<file path="src/hw/rtl/mfmsf_pkg.sv">
`timescale 1ns / 1ps
// ----------------------------------------------------------------------------
// mfmsf_pkg
// shared types, codes and the crc-ccitt byte update for the sector finder
// ----------------------------------------------------------------------------
package mfmsf_pkg;

  localparam int POS_W   = 13;
  localparam int COUNT_W = 11;

  localparam logic [15:0] CRC_POLY     = 16'h1021;
  localparam logic [15:0] CRC_PRESET   = 16'hcdb4;
  localparam logic [47:0] SYNC_PATTERN = 48'h0000_00a1_a1a1;
  localparam logic [7:0]  MARK_ID      = 8'hfe;
  localparam logic [7:0]  MARK_DATA    = 8'hfb;
  localparam logic [COUNT_W-1:0] BASE_SIZE = 11'd128;
  localparam logic [POS_W-1:0]   POS_MAX   = 13'd8191;

  // config register indexes
  localparam logic [1:0] CFG_TRACK  = 2'd0;
  localparam logic [1:0] CFG_SIDE   = 2'd1;
  localparam logic [1:0] CFG_SECTOR = 2'd2;

  typedef enum logic [1:0] {
    PH_SEARCH = 2'd0,
    PH_ID     = 2'd1,
    PH_SKIP   = 2'd2,
    PH_DATA   = 2'd3
  } phase_t;

  typedef enum logic [1:0] {
    KIND_DATA      = 2'd0,
    KIND_DONE      = 2'd1,
    KIND_NOT_FOUND = 2'd2,
    KIND_WRONG_ID  = 2'd3
  } kind_t;

  typedef struct packed {
    logic [7:0] track;
    logic       side;
    logic [7:0] sector;
  } cfg_t;

  typedef struct packed {
    kind_t      kind;
    logic [7:0] data_byte;
    logic       id_crc_bad;
    logic       data_crc_bad;
    logic       last;
  } res_t;

  typedef struct packed {
    logic emit;
    logic search_done;
  } stat_t;

  // msb-first crc-ccitt over one byte
  function automatic logic [15:0] crc_byte(input logic [15:0] crc, input logic [7:0] b);
    logic [15:0] c;
    c = crc ^ {b, 8'h00};
    for (int i = 0; i < 8; i++) begin
      if (c[15]) begin
        c = {c[14:0], 1'b0} ^ CRC_POLY;
      end else begin
        c = {c[14:0], 1'b0};
      end
    end
    return c;
  endfunction

endpackage

</file>
<file path="src/hw/rtl/mfmsf_parser.sv">
`timescale 1ns / 1ps
// ----------------------------------------------------------------------------
// mfmsf_parser
// track parse state and the per-byte sync, id and data field logic
// ----------------------------------------------------------------------------
module mfmsf_parser #(
  parameter int TRACK_LEN = 6250
) (
  input  logic                clk,
  input  logic                rst,
  input  logic                step,
  input  logic [7:0]          track_byte,
  input  logic                track_start,
  input  mfmsf_pkg::cfg_t     cfg,
  output mfmsf_pkg::stat_t    stat,
  output mfmsf_pkg::res_t     res
);

  localparam logic [mfmsf_pkg::POS_W-1:0] LAST_POS = mfmsf_pkg::POS_W'(TRACK_LEN - 1);
  localparam logic [mfmsf_pkg::POS_W-1:0] LEN_POS  = mfmsf_pkg::POS_W'(TRACK_LEN);

  logic [47:0]                      sync_window, sync_window_next;
  logic [2:0]                       window_fill, window_fill_next;
  mfmsf_pkg::phase_t                parse_phase, parse_phase_next;
  logic [mfmsf_pkg::COUNT_W-1:0]    field_count, field_count_next;
  logic [mfmsf_pkg::POS_W-1:0]      track_position, track_position_next;
  logic [15:0]                      running_crc, running_crc_next;
  logic [15:0]                      received_crc, received_crc_next;
  logic                             sector_match, sector_match_next;
  logic [1:0]                       size_code, size_code_next;
  logic                             id_bad_flag, id_bad_flag_next;
  logic                             search_done, search_done_next;

  // state as seen by this byte (track start clears it first)
  logic [47:0]                      cur_window;
  logic [2:0]                       cur_fill;
  mfmsf_pkg::phase_t                cur_phase;
  logic [mfmsf_pkg::COUNT_W-1:0]    cur_count;
  logic [mfmsf_pkg::POS_W-1:0]      cur_pos;
  logic [15:0]                      cur_crc;
  logic [15:0]                      cur_rcv;
  logic                             cur_match;
  logic [1:0]                       cur_size;
  logic                             cur_idbad;
  logic                             cur_done;

  logic                             synced;
  logic [mfmsf_pkg::COUNT_W-1:0]    field_size;
  logic [mfmsf_pkg::POS_W:0]        id_end;
  logic [mfmsf_pkg::POS_W:0]        data_end;
  logic [15:0]                      rcv_full;
  logic                             emit;
  mfmsf_pkg::res_t                  res_c;

  always_comb begin
    cur_window = track_start ? 48'd0 : sync_window;
    cur_fill   = track_start ? 3'd0 : window_fill;
    cur_phase  = track_start ? mfmsf_pkg::PH_SEARCH : parse_phase;
    cur_count  = track_start ? '0 : field_count;
    cur_pos    = track_start ? '0 : track_position;
    cur_crc    = track_start ? mfmsf_pkg::CRC_PRESET : running_crc;
    cur_rcv    = track_start ? 16'd0 : received_crc;
    cur_match  = track_start ? 1'b0 : sector_match;
    cur_size   = track_start ? 2'd0 : size_code;
    cur_idbad  = track_start ? 1'b0 : id_bad_flag;
    cur_done   = track_start ? 1'b0 : search_done;
  end

  assign synced     = (cur_fill == 3'd6) && (cur_window == mfmsf_pkg::SYNC_PATTERN);
  assign field_size = mfmsf_pkg::BASE_SIZE << cur_size;
  assign id_end     = {1'b0, cur_pos} + (mfmsf_pkg::POS_W + 1)'(6);
  assign data_end   = {1'b0, cur_pos} + (mfmsf_pkg::POS_W + 1)'(field_size)
                    + (mfmsf_pkg::POS_W + 1)'(2);
  assign rcv_full   = {cur_rcv[15:8], track_byte};

  always_comb begin
    sync_window_next  = cur_window;
    window_fill_next  = cur_fill;
    parse_phase_next  = cur_phase;
    field_count_next  = cur_count;
    running_crc_next  = cur_crc;
    received_crc_next = cur_rcv;
    sector_match_next = cur_match;
    size_code_next    = cur_size;
    id_bad_flag_next  = cur_idbad;
    search_done_next  = cur_done;
    emit              = 1'b0;
    res_c             = '0;

    if (!cur_done && (cur_pos < LEN_POS)) begin
      unique case (cur_phase)
        mfmsf_pkg::PH_SEARCH: begin
          if (synced && (track_byte == mfmsf_pkg::MARK_ID)) begin
            if (id_end > {1'b0, LAST_POS}) begin
              emit             = 1'b1;
              res_c.kind       = mfmsf_pkg::KIND_NOT_FOUND;
              search_done_next = 1'b1;
            end else begin
              parse_phase_next = mfmsf_pkg::PH_ID;
              field_count_next = '0;
              running_crc_next = mfmsf_pkg::crc_byte(mfmsf_pkg::CRC_PRESET, track_byte);
              sync_window_next = 48'd0;
              window_fill_next = 3'd0;
            end
          end else if (synced && (track_byte == mfmsf_pkg::MARK_DATA)) begin
            if (data_end > {1'b0, LAST_POS}) begin
              emit             = 1'b1;
              res_c.kind       = mfmsf_pkg::KIND_NOT_FOUND;
              search_done_next = 1'b1;
            end else begin
              parse_phase_next = cur_match ? mfmsf_pkg::PH_DATA : mfmsf_pkg::PH_SKIP;
              field_count_next = '0;
              running_crc_next = mfmsf_pkg::crc_byte(mfmsf_pkg::CRC_PRESET, track_byte);
              sync_window_next = 48'd0;
              window_fill_next = 3'd0;
            end
          end else begin
            sync_window_next = {cur_window[39:0], track_byte};
            if (cur_fill < 3'd6) begin
              window_fill_next = cur_fill + 3'd1;
            end
          end
        end
        mfmsf_pkg::PH_ID: begin
          if (cur_count < mfmsf_pkg::COUNT_W'(4)) begin
            running_crc_next = mfmsf_pkg::crc_byte(cur_crc, track_byte);
          end
          field_count_next = cur_count + mfmsf_pkg::COUNT_W'(1);
          priority if ((cur_count == mfmsf_pkg::COUNT_W'(0)) && (track_byte != cfg.track)) begin
            emit             = 1'b1;
            res_c.kind       = mfmsf_pkg::KIND_WRONG_ID;
            search_done_next = 1'b1;
          end else if ((cur_count == mfmsf_pkg::COUNT_W'(1))
                       && (track_byte != {7'd0, cfg.side})) begin
            emit             = 1'b1;
            res_c.kind       = mfmsf_pkg::KIND_WRONG_ID;
            search_done_next = 1'b1;
          end else if (cur_count == mfmsf_pkg::COUNT_W'(2)) begin
            sector_match_next = (track_byte == cfg.sector);
          end else if (cur_count == mfmsf_pkg::COUNT_W'(3)) begin
            size_code_next = track_byte[1:0];
          end else if (cur_count == mfmsf_pkg::COUNT_W'(4)) begin
            received_crc_next = {track_byte, 8'd0};
          end else if (cur_count == mfmsf_pkg::COUNT_W'(5)) begin
            received_crc_next = rcv_full;
            id_bad_flag_next  = (rcv_full != cur_crc);
            parse_phase_next  = mfmsf_pkg::PH_SEARCH;
            field_count_next  = '0;
            sync_window_next  = 48'd0;
            window_fill_next  = 3'd0;
          end else begin
          end
        end
        mfmsf_pkg::PH_SKIP, mfmsf_pkg::PH_DATA: begin
          if (cur_count < field_size) begin
            running_crc_next = mfmsf_pkg::crc_byte(cur_crc, track_byte);
            field_count_next = cur_count + mfmsf_pkg::COUNT_W'(1);
            if (cur_phase == mfmsf_pkg::PH_DATA) begin
              emit            = 1'b1;
              res_c.kind      = mfmsf_pkg::KIND_DATA;
              res_c.data_byte = track_byte;
            end
          end else if (cur_count == field_size) begin
            received_crc_next = {track_byte, 8'd0};
            field_count_next  = cur_count + mfmsf_pkg::COUNT_W'(1);
          end else begin
            received_crc_next = rcv_full;
            if (cur_phase == mfmsf_pkg::PH_DATA) begin
              emit               = 1'b1;
              res_c.kind         = mfmsf_pkg::KIND_DONE;
              res_c.id_crc_bad   = cur_idbad;
              res_c.data_crc_bad = (rcv_full != cur_crc);
              search_done_next   = 1'b1;
            end else begin
              parse_phase_next = mfmsf_pkg::PH_SEARCH;
              field_count_next = '0;
              sync_window_next = 48'd0;
              window_fill_next = 3'd0;
            end
          end
        end
        default: begin
        end
      endcase

      // end of track with the search still open
      if (!emit && (cur_pos == LAST_POS)) begin
        emit             = 1'b1;
        res_c            = '0;
        res_c.kind       = mfmsf_pkg::KIND_NOT_FOUND;
        search_done_next = 1'b1;
      end
    end

    res_c.last = emit && (res_c.kind != mfmsf_pkg::KIND_DATA);

    track_position_next = (cur_pos < mfmsf_pkg::POS_MAX) ? cur_pos + mfmsf_pkg::POS_W'(1)
                                                         : cur_pos;
  end

  always_ff @(posedge clk) begin
    if (rst) begin
      sync_window    <= 48'd0;
      window_fill    <= 3'd0;
      parse_phase    <= mfmsf_pkg::PH_SEARCH;
      field_count    <= '0;
      track_position <= '0;
      running_crc    <= mfmsf_pkg::CRC_PRESET;
      received_crc   <= 16'd0;
      sector_match   <= 1'b0;
      size_code      <= 2'd0;
      id_bad_flag    <= 1'b0;
      search_done    <= 1'b0;
    end else if (step) begin
      sync_window    <= sync_window_next;
      window_fill    <= window_fill_next;
      parse_phase    <= parse_phase_next;
      field_count    <= field_count_next;
      track_position <= track_position_next;
      running_crc    <= running_crc_next;
      received_crc   <= received_crc_next;
      sector_match   <= sector_match_next;
      size_code      <= size_code_next;
      id_bad_flag    <= id_bad_flag_next;
      search_done    <= search_done_next;
    end
  end

  assign stat.emit        = emit;
  assign stat.search_done = search_done;
  assign res              = res_c;

endmodule

</file>
<file path="src/hw/rtl/mfm_track_sector_finder_unit.sv">
`timescale 1ns / 1ps
// ----------------------------------------------------------------------------
// mfm_track_sector_finder_unit
// finds one sector in a raw mfm track and streams its data, if found, plus a status
// ----------------------------------------------------------------------------
//
//   channel   dir   handshake              payload
//   --------  ----  ---------------------  --------------------------------------
//   in        in    in_valid / in_ready    track_byte, track_start
//   out       out   out_valid / out_ready  kind, data_byte, id_crc_bad,
//                                          data_crc_bad, last
//   cfg       in    cfg_valid / cfg_ready  cfg_index, cfg_data
//
// one track byte per cycle: each request is parsed in the cycle it is taken,
// the crc byte update and field compares sit between the parse state and the
// result register, so a result shows in the cycle after its request is taken
// in_ready drops only while a result waits in the output register and out_ready
// is low; a waiting result is freed and replaced in the same cycle
// rst clears the parse state as at track start and restores target track 0,
// side 0, sector 1; no clearing pass is needed
// cfg writes are always taken (cfg_ready is tied high), unknown indexes ignored
//
module mfm_track_sector_finder_unit #(
  parameter int TRACK_LEN = 6250
) (
  input  logic       clk,
  input  logic       rst,
  // track byte requests
  input  logic       in_valid,
  output logic       in_ready,
  input  logic [7:0] track_byte,
  input  logic       track_start,
  // results
  output logic       out_valid,
  input  logic       out_ready,
  output logic [1:0] kind,
  output logic [7:0] data_byte,
  output logic       id_crc_bad,
  output logic       data_crc_bad,
  output logic       last,
  // register writes
  input  logic       cfg_valid,
  output logic       cfg_ready,
  input  logic [1:0] cfg_index,
  input  logic [7:0] cfg_data
);

  mfmsf_pkg::cfg_t  cfg;
  mfmsf_pkg::stat_t stat;
  mfmsf_pkg::res_t  res;
  mfmsf_pkg::res_t  out_res;
  logic             in_acc;

  // output register can take a new result when empty or being drained
  assign in_ready  = !out_valid || out_ready;
  assign in_acc    = in_valid && in_ready;
  assign cfg_ready = 1'b1;

  // target registers
  always_ff @(posedge clk) begin
    if (rst) begin
      cfg.track  <= 8'd0;
      cfg.side   <= 1'b0;
      cfg.sector <= 8'd1;
    end else if (cfg_valid && cfg_ready) begin
      unique case (cfg_index)
        mfmsf_pkg::CFG_TRACK:  cfg.track  <= cfg_data;
        mfmsf_pkg::CFG_SIDE:   cfg.side   <= cfg_data[0];
        mfmsf_pkg::CFG_SECTOR: cfg.sector <= cfg_data;
        default: begin
        end
      endcase
    end
  end

  mfmsf_parser #(
    .TRACK_LEN (TRACK_LEN)
  ) u_parser (
    .clk         (clk),
    .rst         (rst),
    .step        (in_acc),
    .track_byte  (track_byte),
    .track_start (track_start),
    .cfg         (cfg),
    .stat        (stat),
    .res         (res)
  );

  // result register
  always_ff @(posedge clk) begin
    if (rst) begin
      out_valid <= 1'b0;
    end else if (in_acc && stat.emit) begin
      out_valid <= 1'b1;
    end else if (out_ready) begin
      out_valid <= 1'b0;
    end
  end

  always_ff @(posedge clk) begin
    if (in_acc && stat.emit) begin
      out_res <= res;
    end
  end

  assign kind         = out_res.kind;
  assign data_byte    = out_res.data_byte;
  assign id_crc_bad   = out_res.id_crc_bad;
  assign data_crc_bad = out_res.data_crc_bad;
  assign last         = out_res.last;

  // status item always closes the search
  a_last_matches_kind: assert property (@(posedge clk) disable iff (rst)
    out_valid |-> (last == (kind != mfmsf_pkg::KIND_DATA)))
    else $error("last flag disagrees with result kind");

  // no request taken while a result is stuck
  a_no_overrun: assert property (@(posedge clk) disable iff (rst)
    (out_valid && !out_ready) |-> !in_ready)
    else $error("request accepted over a stalled result");

  // a status result marks the search done
  a_status_ends_search: assert property (@(posedge clk) disable iff (rst)
    (in_acc && stat.emit && res.last) |=> stat.search_done)
    else $error("search not closed after status result");

  // nothing more until the next track start
  a_quiet_after_done: assert property (@(posedge clk) disable iff (rst)
    (in_acc && stat.search_done && !track_start) |-> !stat.emit)
    else $error("result produced after the search closed");

endmodule
</file>
<file path="config.mk">
export PLATFORM = sky130hd
export DESIGN_NAME = mfm_track_sector_finder_unit
export DESIGN_NICKNAME = d
export VERILOG_FILES = /design/src/hw/rtl/mfmsf_pkg.sv /design/src/hw/rtl/mfmsf_parser.sv /design/src/hw/rtl/mfm_track_sector_finder_unit.sv
export SDC_FILE = /design/constraint.sdc
export NUM_CORES = 1
export LEC_CHECK = 0
export BUFFER_PORTS_ARGS = -buffer_cell sky130_fd_sc_hd__buf_4
export CAP_MARGIN = 5
export CORE_MARGIN = 2
export CORE_UTILIZATION = 40
export DETAILED_ROUTE_END_ITERATION = 8
export GPL_ROUTABILITY_DRIVEN = 0
export PLACE_DENSITY = 0.55
export SLEW_MARGIN = 20
export SYNTH_ARGS = -nofsm -noshare
export SYNTH_HDL_FRONTEND = slang
export SYNTH_SLANG_ARGS = --single-unit
</file>
<file path="constraint.sdc">
create_clock -name clk -period 4.55 [get_ports clk]
set_input_delay 0.91 -clock clk [delete_from_list [all_inputs] [get_ports clk]]
set_output_delay 0.91 -clock clk [all_outputs]
set_load 0.01 [all_outputs]
</file>
==> results of run 1 <==
==> area by class of cell <==
class / instances / area (µm²) / share of cell area, %
multi-input cells: 873 / 6000 / 56.5
flip-flops and latches: 137 / 2870 / 27.0
repair buffers: 70 / 538 / 5.06
clock buffers: 19 / 453 / 4.26
well taps: 319 / 399 / 3.75
clock inverters: 11 / 241 / 2.27
inverters: 33 / 124 / 1.16
==> metal layers <==
layer,up-vias,share of wire [%],track usage (%)
met1,4309,47,37.5
li1,4223,-,-
met4,0,2.4,9.05
met3,48,7.7,5.29
met5,-,0,0
met2,353,43,36.8
==> final timing paths <==
check	end	depth (start not counted)
setup / recovery	id_crc_bad	14
setup reg to reg	u_parser.received_crc[13]	11
hold reg to reg	u_parser.id_bad_flag	2
hold / removal	u_parser.id_bad_flag	2
==> sequential cells by signal, summed over array words and instances (netlist names) <==
| register | count |
|---|---|
| cfg | 17 |
| data_byte | 8 |
| data_crc_bad | 1 |
| id_crc_bad | 1 |
| kind | 2 |
| last | 1 |
| out_valid | 1 |
| u_parser.field_count | 11 |
| u_parser.id_bad_flag | 1 |
| u_parser.parse_phase | 2 |
| u_parser.received_crc | 8 |
| u_parser.running_crc | 16 |
| u_parser.search_done | 1 |
| u_parser.sector_match | 1 |
| u_parser.size_code | 2 |
| u_parser.sync_window | 48 |
| u_parser.track_position | 13 |
| u_parser.window_fill | 3 |
==> cell usage in the layout (no fill, tap or decap), drive strengths merged, types with 18 or more instances in the layout <==
cell     synthesis  routed
dfxtp          124     124
o21ai           54      54
inv             32      34
nand3           32      32
xnor2           56      56
mux2i           25      25
nor3            22      22
nor2           125     125
nor4            25      25
clkbuf          36      19
a31oi           23      23
buf             44      70
a22o            19      19
a21oi           73      73
nor2b           25      25
o2bb2ai         18      18
ha              24      24
xor2            20      20
nand2           64      64
a22oi           21      21
==> metrics by stage <==
step / util, % / power (mW) / instance area [µm²] / hold slack (ns) / cells
CTS: 45.7 / 3.21 / 10600 / 0.455 / 1462
detailed placement: 42.7 / 1.53 / 9940 / 0.446 / 1432
global placement: 42.7 / 1.53 / 9940 / 0.437 / 1432
floorplan: - / 1.45 / 9410 / 0.428 / 1123
finish: 45.7 / 3.19 / 10600 / 0.455 / 1462
global route: 45.7 / 3.28 / 10600 / 0.491 / 1462
==> power by group through the flow <==
| stage | Clock [mW] | Combinational [mW] | Sequential [mW] |
|---|---|---|---|
| global route | 1.74 | 0.288 | 1.25 |
| CTS | 1.70 | 0.265 | 1.24 |
| global placement | 0 | 0.263 | 1.27 |
| floorplan | 0 | 0.183 | 1.26 |
| detailed placement | 0 | 0.264 | 1.27 |
| finish | 1.68 | 0.268 | 1.24 |
==> tightest hold or removal path, cell delays in order (launching register included) <==
cell and delay, ns:
sky130_fd_sc_hd__dfxtp_1 0.31, sky130_fd_sc_hd__nand2_1 0.05, sky130_fd_sc_hd__a21oi_1 0.05
==> cell families after synthesis <==
family          synth area share [%]
fa+ha+maj                       3.19
flops                           30.5
other cells                   0.0399
simple gates                    23.1
compound gates                  27.0
mux                             2.78
xor+xnor                        7.65
buf+inv                         5.64
==> impl_metrics.prom, run 1 <==
# TYPE chip_impl_metric gauge
chip_impl_metric{name="finalClockSkew",unit="ns"} 0.0154
chip_impl_metric{name="grt_first_pass_wirelength",unit="µm"} 48800
chip_impl_metric{name="floorplan.io_pins",unit=""} 40
chip_impl_metric{name="area.growth.synth_to_final",unit="%"} 13.0
chip_impl_metric{name="worst_slew_pin_slew",unit="ns"} 1.16
chip_impl_info{name="post_synth_main_area_contributors",value="sky130_fd_sc_hd__dfxtp_1 26%, sky130_fd_sc_hd__xnor2_1 5.1%, sky130_fd_sc_hd__nor2_1 4.9%"} 1
chip_impl_metric{name="antenna_violations_before_repair",unit=""} 0
chip_impl_metric{name="critical-path-max-stage-delay",unit="ns"} 0.43
chip_impl_info{name="worstSetupStartpointType",value="input port"} 1
chip_impl_metric{name="share_seq_of_total_power",unit="%"} 39.0
chip_impl_info{name="tritoncts_clock_tree",value="yes"} 1
chip_impl_metric{name="syn_nets",unit=""} 1171
chip_impl_info{name="cp-end-kind",value="register"} 1
chip_impl_metric{name="share_of_cells_above_drive_strength_1",unit="%"} 13.3
chip_impl_info{name="path_class",value="in2reg"} 1
chip_impl_metric{name="pwr-share-comb",unit="%"} 8.4
chip_impl_metric{name="wl_per_cell",unit="µm"} 21.4
chip_impl_metric{name="cts-root-to-sink-buffers",unit=""} 2
chip_impl_metric{name="synth_enable_flop_cells",unit=""} 13
chip_impl_metric{name="ir_drop",unit="mV"} 0.175
chip_impl_metric{name="finalSetupViolations",unit=""} 0
chip_impl_metric{name="placeableCoreArea",unit="µm²"} 23300
chip_impl_metric{name="vias",unit=""} 8933
chip_impl_metric{name="postSynth.asyncResetShare",unit="%"} 0
chip_impl_metric{name="cts_setup_buffers",unit=""} 0
chip_impl_metric{name="post_drt_via_cell_ratio",unit=""} 6.11
chip_impl_metric{name="synth_sequential_area_ratio",unit="%"} 30.5
chip_impl_info{name="critical-path-top-delay-family",value="compound AO/OA/AOI/OAI gates"} 1
chip_impl_metric{name="max_capacitance_violation_count",unit=""} 0
chip_impl_metric{name="postRouteWirelength",unit="µm"} 31300
chip_impl_metric{name="die_x",unit="µm"} 157
chip_impl_metric{name="number_of_buffers_added_to_fix_hold_violations_after_cts",unit=""} 0
chip_impl_metric{name="drc",unit=""} 0
chip_impl_metric{name="worst-r2r-setup-slack",unit="ns"} 0.98
chip_impl_metric{name="nets",unit=""} 1180
chip_impl_metric{name="fillers",unit=""} 2335
chip_impl_metric{name="p_per_area",unit="nW/µm²"} 300
chip_impl_metric{name="post_cts_resize_count",unit=""} 0
chip_impl_metric{name="timing.critical_path.required",unit="ns"} 4.70
chip_impl_metric{name="slew_viol_final",unit=""} 0
chip_impl_metric{name="p_sw",unit="mW"} 0.756
chip_impl_metric{name="clk_transition_reported_paths",unit="ns"} 0.05
chip_impl_metric{name="netlist_area",unit="µm²"} 9410
chip_impl_metric{name="effective_utilization_at_floorplan",unit="%"} 40.4
chip_impl_metric{name="n_antenna_cell",unit=""} 0
chip_impl_metric{name="drt.antenna.violating_nets",unit=""} 0
chip_impl_metric{name="first_global_vias",unit=""} 8196
chip_impl_info{name="area_leader_netlist",value="sky130_fd_sc_hd__dfxtp_1"} 1
chip_impl_metric{name="critPathMaxFanout",unit=""} 24
chip_impl_metric{name="place.port_buffers",unit=""} 38
chip_impl_metric{name="power_report.internal_total",unit="mW"} 2.44
chip_impl_metric{name="dp_worst_setup_slack",unit="ns"} 0.280
chip_impl_info{name="rsz0062_at_grt",value="false"} 1
chip_impl_info{name="clockRootBuffer",value="sky130_fd_sc_hd__clkbuf_16"} 1
chip_impl_metric{name="syn_inst",unit=""} 1123
chip_impl_metric{name="crit_buf_inv",unit=""} 3
chip_impl_metric{name="floorplan.rows",unit=""} 56
chip_impl_metric{name="tritoncts.num_buffers",unit=""} 17
chip_impl_metric{name="swShare",unit="%"} 23.7
chip_impl_metric{name="clock_power_share",unit="%"} 52.6
chip_impl_info{name="path_cells",value="buf_4 > inv_1 > nand3b_1 > inv_1 > ha_1 > ha_1 > a21o_1 > a21oi_1 > a21oi_1 > a2111oi_2 > a21oi_2 > a21oi_2 > o21ai_1 > and2_2"} 1
chip_impl_metric{name="fmaxAchievable",unit="MHz"} 257
chip_impl_metric{name="drt_first_iter_violations",unit=""} 747
chip_impl_metric{name="period_minus_slack",unit="ns"} 3.89
chip_impl_info{name="hp-start",value="u_parser.id_bad_flag"} 1
chip_impl_info{name="critPathLaunch",value="track_start"} 1
chip_impl_metric{name="avgSynthCellArea",unit="µm²"} 8.38
chip_impl_info{name="yosysMostFrequentCell",value="sky130_fd_sc_hd__dfxtp_1"} 1
chip_impl_metric{name="post-route-period-util",unit="%"} 85.5
chip_impl_info{name="synth_top_flop_cell",value="sky130_fd_sc_hd__dfxtp_1"} 1
chip_impl_metric{name="relSlewSlack",unit="%"} 22.8
chip_impl_metric{name="synth-seq-cells",unit=""} 137
chip_impl_metric{name="design.die.area",unit="µm²"} 24800
chip_impl_metric{name="worstSkewPairLatency",unit="ns"} 0.44
chip_impl_metric{name="largest_net_degree_at_the_start_of_global_routing",unit=""} 65
chip_impl_metric{name="drt_pass1_iterations",unit=""} 6
chip_impl_info{name="critical_path.reg2reg.startpoint",value="u_parser.track_position[2]"} 1
chip_impl_metric{name="cts.sink_count",unit=""} 137
chip_impl_metric{name="cp_data_arrival_time",unit="ns"} 4.04
chip_impl_metric{name="layout_setup_ws",unit="ns"} 0.660
chip_impl_metric{name="timing_hold_violations_final",unit=""} 0
chip_impl_metric{name="p_leak",unit="nW"} 3.91
chip_impl_metric{name="totalNegativeSetupSlack",unit="ns"} 0
chip_impl_info{name="ys_top_cells_by_count",value="124 x sky130_fd_sc_hd__dfxtp_1, 122 x sky130_fd_sc_hd__nor2_1, 67 x sky130_fd_sc_hd__a21oi_1"} 1
chip_impl_metric{name="grt_use_total",unit="%"} 25.6
chip_impl_metric{name="htreeDepth",unit=""} 4
chip_impl_metric{name="grt.overflow.total",unit=""} 0
chip_impl_info{name="run_status",value="finished, final reports clean"} 1
chip_impl_info{name="holdCritPathClass",value="reg2reg"} 1
chip_impl_metric{name="detailedPlacementHpwl",unit="µm"} 21900
chip_impl_metric{name="synth.yosys.warnings",unit=""} 0
chip_impl_info{name="critical_path.slowest_cell",value="sky130_fd_sc_hd__a2111oi_2"} 1
chip_impl_metric{name="synth_cell_types",unit=""} 105
chip_impl_metric{name="fp.dieH",unit="µm"} 157
chip_impl_metric{name="synth_largest_type_area_fraction",unit="%"} 26.4
Power figures use the tool's default switching activity.
==> run 2: changes to the inputs <==
--- a/config.mk
+++ b/config.mk
@@ -12,6 +12,7 @@
 export DETAILED_ROUTE_END_ITERATION = 8
 export GPL_ROUTABILITY_DRIVEN = 0
 export PLACE_DENSITY = 0.55
+export RECOVER_POWER = 50
 export SLEW_MARGIN = 20
 export SYNTH_ARGS = -nofsm -noshare
 export SYNTH_HDL_FRONTEND = slang
==> run 2 against run 1 <==
  * First-iteration DRC count rose by 8.3%
  * Setup slack worse by 0.20 ns
  * Clock power is essentially flat
  * Via count decreased by 0.35%
  * Utilization fell by 0.48 points
  * Critical endpoint is now u_parser.running_crc[1]
  * Largest cell class unchanged
  * Largest power group unchanged
  * Highest routed layer is now met5
==> impl_metrics.prom, run 2 (same netlist as run 1, synthesis figures left out) <==
# TYPE chip_impl_metric gauge
chip_impl_metric{name="grt_first_pass_wirelength",unit="µm"} 48800
chip_impl_metric{name="clock_power_share",unit="%"} 52.7
chip_impl_metric{name="tritoncts.num_buffers",unit=""} 17
chip_impl_metric{name="worst_slew_pin_slew",unit="ns"} 1.41
chip_impl_info{name="biggestRegsByFlops",value="u_parser.sync_window: 48 flops, cfg: 17 flops, u_parser.running_crc: 16 flops"} 1
chip_impl_metric{name="cts.sink_count",unit=""} 137
chip_impl_metric{name="number_of_flip_flops_under_the_largest_register_name",unit=""} 48
chip_impl_info{name="worstSetupStartpointType",value="input port"} 1
chip_impl_metric{name="post_cts_resize_count",unit=""} 0
chip_impl_metric{name="cts-root-to-sink-buffers",unit=""} 2
chip_impl_metric{name="antenna_violations_before_repair",unit=""} 0
chip_impl_metric{name="wl_per_cell",unit="µm"} 21.4
chip_impl_metric{name="slew_viol_final",unit=""} 0
chip_impl_metric{name="critPathMaxFanout",unit=""} 30
chip_impl_metric{name="power.total",unit="mW"} 3.19
chip_impl_metric{name="dpl_cell_area",unit="µm²"} 9940
chip_impl_metric{name="placeableCoreArea",unit="µm²"} 23300
chip_impl_metric{name="post-route-period-util",unit="%"} 89.9
chip_impl_metric{name="n_antenna_cell",unit=""} 0
chip_impl_info{name="tritoncts_clock_tree",value="yes"} 1
chip_impl_metric{name="floorplan.io_pins",unit=""} 40
chip_impl_metric{name="vias",unit=""} 8902
chip_impl_metric{name="fp.dieH",unit="µm"} 157
chip_impl_metric{name="drt_first_iter_violations",unit=""} 809
chip_impl_info{name="holdCritPathClass",value="reg2reg"} 1
chip_impl_metric{name="relSlewSlack",unit="%"} 6.23
chip_impl_metric{name="period_minus_slack",unit="ns"} 4.09
chip_impl_metric{name="timing.critical_path.required",unit="ns"} 4.88
chip_impl_info{name="path_class",value="in2reg"} 1
chip_impl_metric{name="htreeDepth",unit=""} 4
chip_impl_metric{name="cts_setup_buffers",unit=""} 0
chip_impl_metric{name="worstSkewPairLatency",unit="ns"} 0.44
chip_impl_metric{name="largest_net_degree_at_the_start_of_global_routing",unit=""} 65
chip_impl_metric{name="dpl.cell_count",unit=""} 1432
chip_impl_metric{name="power_report.internal_total",unit="mW"} 2.43
chip_impl_metric{name="cp_data_arrival_time",unit="ns"} 4.42
chip_impl_metric{name="floorplan.rows",unit=""} 56
chip_impl_metric{name="postRouteWirelength",unit="µm"} 31300
chip_impl_metric{name="clk_transition_reported_paths",unit="ns"} 0.06
chip_impl_info{name="most_common_cell_after_layout_fill_and_taps_aside",value="sky130_fd_sc_hd__dfxtp_1"} 1
chip_impl_metric{name="p_leak",unit="nW"} 3.81
chip_impl_metric{name="area.growth.synth_to_final",unit="%"} 11.8
chip_impl_info{name="registers.top_by_ff_count",value="u_parser.sync_window"} 1
chip_impl_metric{name="share_of_cells_above_drive_strength_1",unit="%"} 10.9
chip_impl_metric{name="timing_hold_violations_final",unit=""} 0
chip_impl_metric{name="drt_pass1_iterations",unit=""} 5
chip_impl_metric{name="worst_hold_path.num_cells",unit=""} 2
chip_impl_metric{name="fmaxAchievable",unit="MHz"} 244
chip_impl_metric{name="design.die.area",unit="µm²"} 24800
chip_impl_metric{name="die_x",unit="µm"} 157
chip_impl_metric{name="finalClockSkew",unit="ns"} 0.0140
chip_impl_metric{name="swShare",unit="%"} 23.7
chip_impl_info{name="highest_count_cells_in_the_layout_ignoring_fill_and_taps",value="124 x sky130_fd_sc_hd__dfxtp_1, 122 x sky130_fd_sc_hd__nor2_1, 69 x sky130_fd_sc_hd__a21oi_1"} 1
chip_impl_metric{name="number_of_buffers_added_to_fix_hold_violations_after_cts",unit=""} 0
chip_impl_metric{name="totalNegativeSetupSlack",unit="ns"} 0
chip_impl_metric{name="p_sw",unit="mW"} 0.755
chip_impl_metric{name="nets",unit=""} 1180
chip_impl_metric{name="first_global_vias",unit=""} 8196
chip_impl_metric{name="post_drt_via_cell_ratio",unit=""} 6.09
chip_impl_info{name="clockRootBuffer",value="sky130_fd_sc_hd__clkbuf_16"} 1
chip_impl_metric{name="p_per_area",unit="nW/µm²"} 303
chip_impl_metric{name="design_area",unit="µm²"} 10500
chip_impl_metric{name="pwr-share-comb",unit="%"} 8.3
chip_impl_metric{name="worstRegToRegCells",unit=""} 12
chip_impl_metric{name="post_layout_nonfiller_instances",unit=""} 1462
chip_impl_metric{name="drc",unit=""} 0
chip_impl_metric{name="max_capacitance_violation_count",unit=""} 0
chip_impl_metric{name="place.port_buffers",unit=""} 38
chip_impl_metric{name="fin_worst_hold_slack",unit="ns"} 0.454
chip_impl_info{name="run_status",value="finished, final reports clean"} 1
chip_impl_metric{name="drt.antenna.violating_nets",unit=""} 0
chip_impl_metric{name="share_seq_of_total_power",unit="%"} 39.0
chip_impl_metric{name="detailedPlacementHpwl",unit="µm"} 21900
chip_impl_info{name="cp-end-kind",value="register"} 1
chip_impl_metric{name="ir_drop",unit="mV"} 0.175
chip_impl_metric{name="grt_use_total",unit="%"} 25.6
chip_impl_metric{name="finalSetupViolations",unit=""} 0
chip_impl_info{name="rsz0062_at_grt",value="false"} 1
chip_impl_metric{name="grt.overflow.total",unit=""} 0
chip_impl_metric{name="effective_utilization_at_floorplan",unit="%"} 40.4
run 2: cell types whose count changed in the layout (fill, tap and decap cells not counted), moves of 2 or more:
cell | before | now
sky130_fd_sc_hd__buf_4 | 69 | 47
sky130_fd_sc_hd__clkbuf_1 | 0 | 21
sky130_fd_sc_hd__and2_0 | 0 | 6
sky130_fd_sc_hd__and2_1 | 13 | 7
sky130_fd_sc_hd__a21oi_1 | 67 | 69
sky130_fd_sc_hd__a21oi_2 | 5 | 3
run 2: through the flow:
step / setup WS (ns) / utilization, %
after floorplan: 0.0172 / -
after global placement: 0.379 / 42.7
after detailed placement: 0.280 / 42.7
after CTS: 0.719 / 45.7
after global routing: 0.231 / 45.2
final: 0.459 / 45.2
run 2: cell type report:
cell class	count	area, µm²
fillers	2360	12700
multi-input cells	873	5970
flip-flops and latches	137	2870
repair buffers	70	459
clock buffers	19	453
well taps	319	399
clock inverters	11	241
inverters	33	124
run 2: worst paths after layout:
path,endpoint,slack [ns],from
worst max-delay path,u_parser.running_crc[1],0.46,track_start
worst min-delay path,u_parser.id_bad_flag,0.45,u_parser.id_bad_flag
worst min register to register,u_parser.id_bad_flag,0.45,u_parser.id_bad_flag
worst max register to register,u_parser.received_crc[13],0.81,u_parser.track_position[1]
run 2: power groups by stage:
stage               clock, mW  combinational (mW)  sequential [mW]
global route             1.74               0.286             1.25
global placement            0               0.263             1.27
detailed placement          0               0.264             1.27
CTS                      1.70               0.265             1.24
floorplan                   0               0.183             1.26
finish                   1.68               0.265             1.24
run 2: worst max-delay path, stage by stage:
cell and delay (ns):
sky130_fd_sc_hd__buf_4 0.24, sky130_fd_sc_hd__buf_4 0.38, sky130_fd_sc_hd__clkbuf_1 1.07, sky130_fd_sc_hd__a21oi_2 0.35, sky130_fd_sc_hd__nor3_4 0.92, sky130_fd_sc_hd__a211oi_2 0.18
sky130_fd_sc_hd__a2111oi_2 0.35
run 2: layer usage:
metal	track usage, %	wire length [µm]	up-vias
li1	-	-	4230
met1	37.5	14800	4241
met2	36.8	13100	381
met3	5.29	2530	48
met4	9.05	801	2
met5	0	27	-
